## src/hw/rtl/sidt_pkg.sv

```systemverilog
// sidt_pkg: shared types, status codes and controller states for the id/context table.
// No dependencies.
`timescale 1ns / 1ps
package sidt_pkg;
	localparam int unsigned CapacityDef = 256;
	localparam int unsigned BucketsDef = 128;
	localparam int unsigned ContextWDef = 64;
	localparam int unsigned SidW = 32;
	localparam int unsigned CtxPortW = 64;
	localparam int unsigned StatusW = 3;

	typedef enum logic [1:0] {
		FN_INSERT = 2'd0,
		FN_REMOVE = 2'd1,
		FN_SEARCH = 2'd2,
		FN_CTX2ID = 2'd3
	} func_t;

	typedef enum logic [2:0] {
		ST_OK = 3'd0,
		ST_EXISTS = 3'd1,
		ST_NOT_FOUND = 3'd2,
		ST_FULL = 3'd3,
		ST_ALLOC_FAIL = 3'd4
	} status_t;

	typedef enum logic [2:0] {
		S_IDLE,
		S_SCAN,
		S_DECIDE,
		S_WRITE,
		S_DONE
	} state_t;

	// controller to datapath
	typedef struct packed {
		logic load;      // capture request, clear scan results
		logic scan_clr;  // restart scan index
		logic scan_step; // evaluate current slot, advance
		logic write_new; // store pending insert
		logic clear_hit; // free id match slot
		logic out_load;  // capture result
	} sidt_cmd_t;

	// datapath to controller
	typedef struct packed {
		logic scan_last;
		logic id_hit;
		logic ctx_hit;
		logic free_ok;
		logic nid_zero;
		func_t func;
	} sidt_sts_t;
endpackage

```

## src/hw/rtl/sidt_ctrl.sv

```systemverilog
// sidt_ctrl: controller state machine sequencing scan, decision, write-back and output.
// Depends on sidt_pkg.
`timescale 1ns / 1ps
module sidt_ctrl (
	input  logic clk,
	input  logic arst_n,
	input  logic in_valid,
	output logic in_ready,
	output logic out_valid,
	input  logic out_ready,
	input  sidt_pkg::sidt_sts_t sts,
	output sidt_pkg::sidt_cmd_t cmd
);
	import sidt_pkg::*;
	state_t state_q, state_d;
	logic out_valid_q;
	logic out_take;

	assign out_take = out_valid_q && out_ready;
	assign out_valid = out_valid_q;

	always_ff @(posedge clk or negedge arst_n) begin
		if (!arst_n) begin
			state_q <= S_IDLE;
			out_valid_q <= 1'b0;
		end else begin
			state_q <= state_d;
			if (cmd.out_load) out_valid_q <= 1'b1;
			else if (out_take) out_valid_q <= 1'b0;
		end
	end

	always_comb begin
		state_d = state_q;
		cmd = '0;
		in_ready = 1'b0;
		unique case (state_q)
			S_IDLE: begin
				in_ready = 1'b1;
				if (in_valid) begin
					cmd.load = 1'b1;
					cmd.scan_clr = 1'b1;
					state_d = S_SCAN;
				end
			end
			S_SCAN: begin
				cmd.scan_step = 1'b1;
				if (sts.scan_last) state_d = S_DECIDE;
			end
			S_DECIDE: begin
				state_d = S_WRITE;
			end
			S_WRITE: begin
				if (!out_valid_q || out_take) begin
					cmd.out_load = 1'b1;
					state_d = S_IDLE;
					unique case (sts.func)
						FN_INSERT: cmd.write_new = !sts.id_hit && sts.free_ok;
						FN_REMOVE: cmd.clear_hit = sts.id_hit;
						FN_SEARCH: ;
						FN_CTX2ID: cmd.write_new = !sts.ctx_hit && !sts.nid_zero
							&& !sts.id_hit && sts.free_ok;
						default: ;
					endcase
				end
			end
			S_DONE: state_d = S_IDLE;
			default: state_d = S_IDLE;
		endcase
	end
endmodule

```

## config.mk

```make
export PLATFORM = sky130hd
export DESIGN_NAME = sidt_ctrl
export DESIGN_NICKNAME = d
export VERILOG_FILES = /design/src/hw/rtl/sidt_pkg.sv /design/src/hw/rtl/sidt_ctrl.sv
export SDC_FILE = /design/constraint.sdc
export NUM_CORES = 1
export LEC_CHECK = 0
export BUFFER_PORTS_ARGS = -buffer_cell sky130_fd_sc_hd__buf_2
export CAP_MARGIN = 25
export CELL_PAD_IN_SITES_DETAIL_PLACEMENT = 1
export CELL_PAD_IN_SITES_GLOBAL_PLACEMENT = 2
export CORE_MARGIN = 5
export CORE_UTILIZATION = 19
export DETAILED_ROUTE_END_ITERATION = 12
export GPL_TIMING_DRIVEN = 1
export PLACE_DENSITY_LB_ADDON = 0.25
export SETUP_SLACK_MARGIN = 0.05
export SLEW_MARGIN = 20
export SYNTH_ARGS = -nofsm -noshare
export SYNTH_HDL_FRONTEND = slang
export SYNTH_SLANG_ARGS = --single-unit
```

## constraint.sdc

```tcl
create_clock -name clk -period 1.22 [get_ports clk]
set_input_delay 0.244 -clock clk [delete_from_list [all_inputs] [get_ports clk]]
set_output_delay 0.244 -clock clk [all_outputs]
set_load 0.01 [all_outputs]
```

After elaboration in Yosys (flattened, before gate mapping). Cells that the tools add are included.

Eq/ne operators: 8. Multiplexer cells: 14. Reductions and logical operators: 14.

Operators by type and width (number): $mux W3 (5); $pmux W3 S4 (1); $eq A3 B2 Y1 const B (2); $ne A2 B2 Y1 const B (3); $logic_and A1 B1 Y1 (5); $mux W1 (5); $logic_not A1 Y1 (4); $mux W2 (2); $eq A3 B1 Y1 const B (1); $logic_not A3 Y1 (1); $reduce_and A3 Y1 (1); $eq A2 B1 Y1 const B (1); $eq A2 B2 Y1 const B (1); $logic_not A2 Y1 (1); $pmux W1 S2 (1); $reduce_bool A2 Y1 (1); $logic_or A1 B1 Y1 (1).

Register bits after elaboration: 4. Output and inout port bits: 8. Logic and storage cells: 38.

Logic depth before layout (Yosys ltp).
Depth in word-level cells: 8. Mapped depth: 5. Depth with buffers taken out: 5.

Worst setup path before layout. Ideal clock, no wire load.

Path kind: flip-flop to flip-flop. From: register state_q[1]. To: register state_q[1]. Setup time: 0.125 ns. Arrival time: 1.284 ns. Required time: 1.095 ns. Path slack: -0.189 ns. Cell stages (with the launch flop): 6. Period minus slack after synthesis: 1.409 ns. Cells stage by stage: dfrtp_1 > inv_1 > ha_1 > inv_1 > o221ai_4 > mux2_4.

Cells in the longest elaborated chain, start to end: 3. Elaborated cells between the ends (all ways): 9. Those cells by class: eq/ne: 6; mux: 1; reduce/logical: 2.

Ends and longest elaborated chain: from (decl) (RTL line sidt_ctrl.sv:15) `state_t state_q, state_d;`; from (signal assigned) (RTL line sidt_ctrl.sv:27) `state_q <= state_d;`; $eq A3 B2 Y1, or another cell as far along (RTL line sidt_ctrl.sv:37) `unique case (state_q)`; $ne A2 B2 Y1 (no line); $reduce_and A3 Y1 (no line).

Parallel ways exist; a longest one is shown, timed or not. A chain may end at the register's enable or synchronous reset.

==> results.txt <==
----------------------------------------------------
[Outcome]
  Outcome ... finished, violations left
  Violations in the final reports ... setup timing

[GRT]
  Antenna violations before repair ... 0
  All-layer global routing usage ... 8.518%
  Number of global-route vias before repair ... 374
  Wire length of the first global-routing pass ... 1635 um
  Grt total ovfl ... 0
  Largest net degree at the start of global routing ... 4

[Synth]
  Area share of the leading cell type in the synthesized netlist ... 28.11%
  Leading post-synthesis cells by cell area ... ha_1 28%, dfrtp_1 24%, o221ai_4 8.4%
  Mean instance size in the synthesized netlist ... 10.74 um^2
  Biggest area consumer among synthesized cells ... ha_1
  Area of the mapped netlist ... 311.5 um^2
  Net count after synthesis ... 47
  Gate count of the mapped netlist ... 29
  Synth Warn # ... 0
  Flip-flop and latch count after synthesis ... 3
  Count of distinct cell types in the synthesized netlist ... 16
  Sequential fraction of the synthesis area ... 24.10%

[Timing]
  Final count of negative-setup-slack endpoints ... 9
  Fmax ... 688.0 MHz
  Final hold slack ... 333.0 ps
  Skew final ... 1.713 ps
  Least-Margin Pin Slew ... 224.3 ps
  RSZ-0062 raised after global routing ... yes
  Worst setup slack after layout ... -233.4 ps
  Fin crit period ... 1453 ps
  Hold Fails Final Rpt ... 0
  Crit share post-route ... 119.1%
  Max Slew Vio Count ... 0
  Summed negative setup slack over all endpoints ... -1711 ps
  Headroom to the max-slew limit ... 85.05%

[Route]
  Initial detailed-routing violation count ... 0
  Via count normalized by instance count ... 4.253
  Via count ... 336
  Antenna Violating Nets Remaining ... 0
  Final Routed Wirelength ... 991 um
  Detail-routed net length per standard cell ... 12.54 um
  Initial DRT Pass Iterations ... 1
  Number of remaining DRC errors ... 0

[Finish]
  Final Net Count ... 82
  Proportion of layout cells with a drive suffix above 1 ... 74.60%
  Layout-stage area growth over the synthesis result ... 108.4%
  End-of-flow core utilization ... 42.61%
  Antenna Cells ... 0

[CTS]
  Skew-Pair Late Insertion Delay ... 230 ps
  TritonCTS clock tree ... yes
  CTS buffer count ... 3
  CTS Root Cell ... clkbuf_4
  Buffer depth of the longest clock path ... 2
  Count of clock tree sinks ... 3
  CTS clock-pin slew for the worst setup and hold paths ... 30 ps
  Max H-tree Level ... 1

[Place]
  Placer Congestion ... 0.6398
  DP HPWL ... 867.5 um
  Count of input and output buffers ... 18
  Worst setup timing slack at the placement stage ... -137.6 ps

[Power]
  Static Leak ... 0.3392 nW
  Power after layout ... 1.499 mW
  Power per unit of standard cell area ... 2309 nW/um^2
  Worst vdd rail ir drop ... 0.001066 V

[Die]
  Core ar. ... 1524 um^2
  Die H ... 50.50 um
  Die Wd ... 50.50 um
  Die area ... 2550 um^2
  IO Pins ... 19
  Initial core utilization ... 20.44%
  Number of placement rows ... 14

[Worst setup path]
  Arrival time of data at the critical path endpoint ... 1210 ps
  Type of the worst setup path ... reg -> out
  Depth of the critical timing path with buffers and inverters included ... 4
  WP buf/inv ... 1
  Cells traversed along the worst timing path ... ha_2 -> and2_4 -> and3_4 -> buf_6
  Critical path fanouts, max ... 3
  Cell type group with the largest total delay on the critical path ... flip-flops
  WP data required ... 980 ps
  Slowest Stage Delay on Critical Path ... 390 ps
  Slowest cell on crit path ... dfrtp_1
  Element type at the critical path end ... output port
  Reg2reg path depth ... 7
  Startpoint class of the critical path ... register

[Min path]
  Min-Delay Path Class ... in -> reg
  Number of instances on the worst hold path ... 3

[Flow run]
  Max Cap Viol ... 0

----------------------------------------------------
## Yosys cell counts (all sizes together)
cell type  n
ha         7
inv        5
dfrtp      3
and2       2
and3       2
nand2b     2
and3b      1
buf        1
mux2       1
mux2i      1
nand2      1
o21ai      1
o21bai     1
o221ai     1
## registers in the layout (all words and copies together) (netlist names)
register and cells:
state_q 2, out_valid 1
## through the flow
| stage | cells | instance area, um^2 |
|---|---|---|
| after CTS | 77 | 634.4 |
| after floorplan | 29 | 356.6 |
| final | 79 | 649.4 |
| after global routing | 79 | 649.4 |
| after global placement | 67 | 496.7 |
| after detailed placement | 67 | 496.7 |
## layout make-up
cell class	count	area, um^2
Timing Repair Buffer	31	242.7
Multi-Input combinational cell	20	259.0
Fill cell	173	874.6
Tap cell	16	20.02
Clock buffer	4	26.28
Inverter	5	26.28
Sequential cell	3	75.07
## what timing repair did
item / in CTS / in global routing
cloned: 0 / 0
gates resized for setup: 16 / 0
pin swaps: 4 / 3
setup buffers: 5 / 2
hold buffers: 1 / 0
setup endpoints to repair: 9 / 9
endpoints found under the hold margin: 3 / 0
## path summary, 6_finish.rpt
kind / startpoint / end / slack [ps]
hold reg to reg: out_valid / out_valid / 570
max in group asynchronous: arst_n / out_valid / 750
hold / removal: out_ready / out_valid / 330
min in group asynchronous: arst_n / state_q[1] / 360
setup / recovery: state_q[0] / cmd[2] / -230
setup reg to reg: state_q[0] / state_q[1] / -200
## layout by cell type, fill, tap and decap left out
cell	instances
ha_1	4
o21bai_1	1
ha_4	2
ha_2	1
nand2b_4	2
dfrtp_1	3
o21ai_0	1
nand2_1	1
and3b_1	1
inv_6	1
o221ai_4	1
buf_6	10
mux2_4	1
clkbuf_1	1
and3_4	2
buf_2	12
inv_2	1
mux2i_1	1
and2_4	2
inv_4	1
dlygate4sd3_1	1
buf_4	8
inv_1	2
clkbuf_4	3
## worst reg2reg max path: cells and delay by family (launching register included)
family	cells	cell delay, ps
DFF	1	370
and+or+nand+nor	1	60
adders and majority gates	1	160
buffers and inverters	3	310
muxes	1	310
AOI/OAI and AO/OA	1	110
## power by group
part	total (mW)	switching (mW)	internal (mW)
clock network	0.169	0.0468	0.122
registers	0.197	0.0424	0.154
logic	1.13	0.458	0.676
## per-layer routing
metal / vias to the layer above / part of all wire [%] / track usage [%]
li1: 162 / - / -
met1: 164 / 32 / 8.007
met2: 10 / 60 / 16.74
met3: 0 / 7.9 / 3.846
met4: 0 / 0 / 1.277
met5: - / 0 / 0
## cells by family (layout without fill, tap and decap cells)
family	count (synthesis)	in the layout	share of synthesized area (%)
muxes	2	2	8.031
adders and majority gates	7	7	28.11
buffers and inverters	6	40	8.435
DFF	3	3	24.10
and+or+nand+nor	8	8	18.88
AOI/OAI and AO/OA	3	3	12.45
Note: power is estimated with default switching activity, not from simulation.
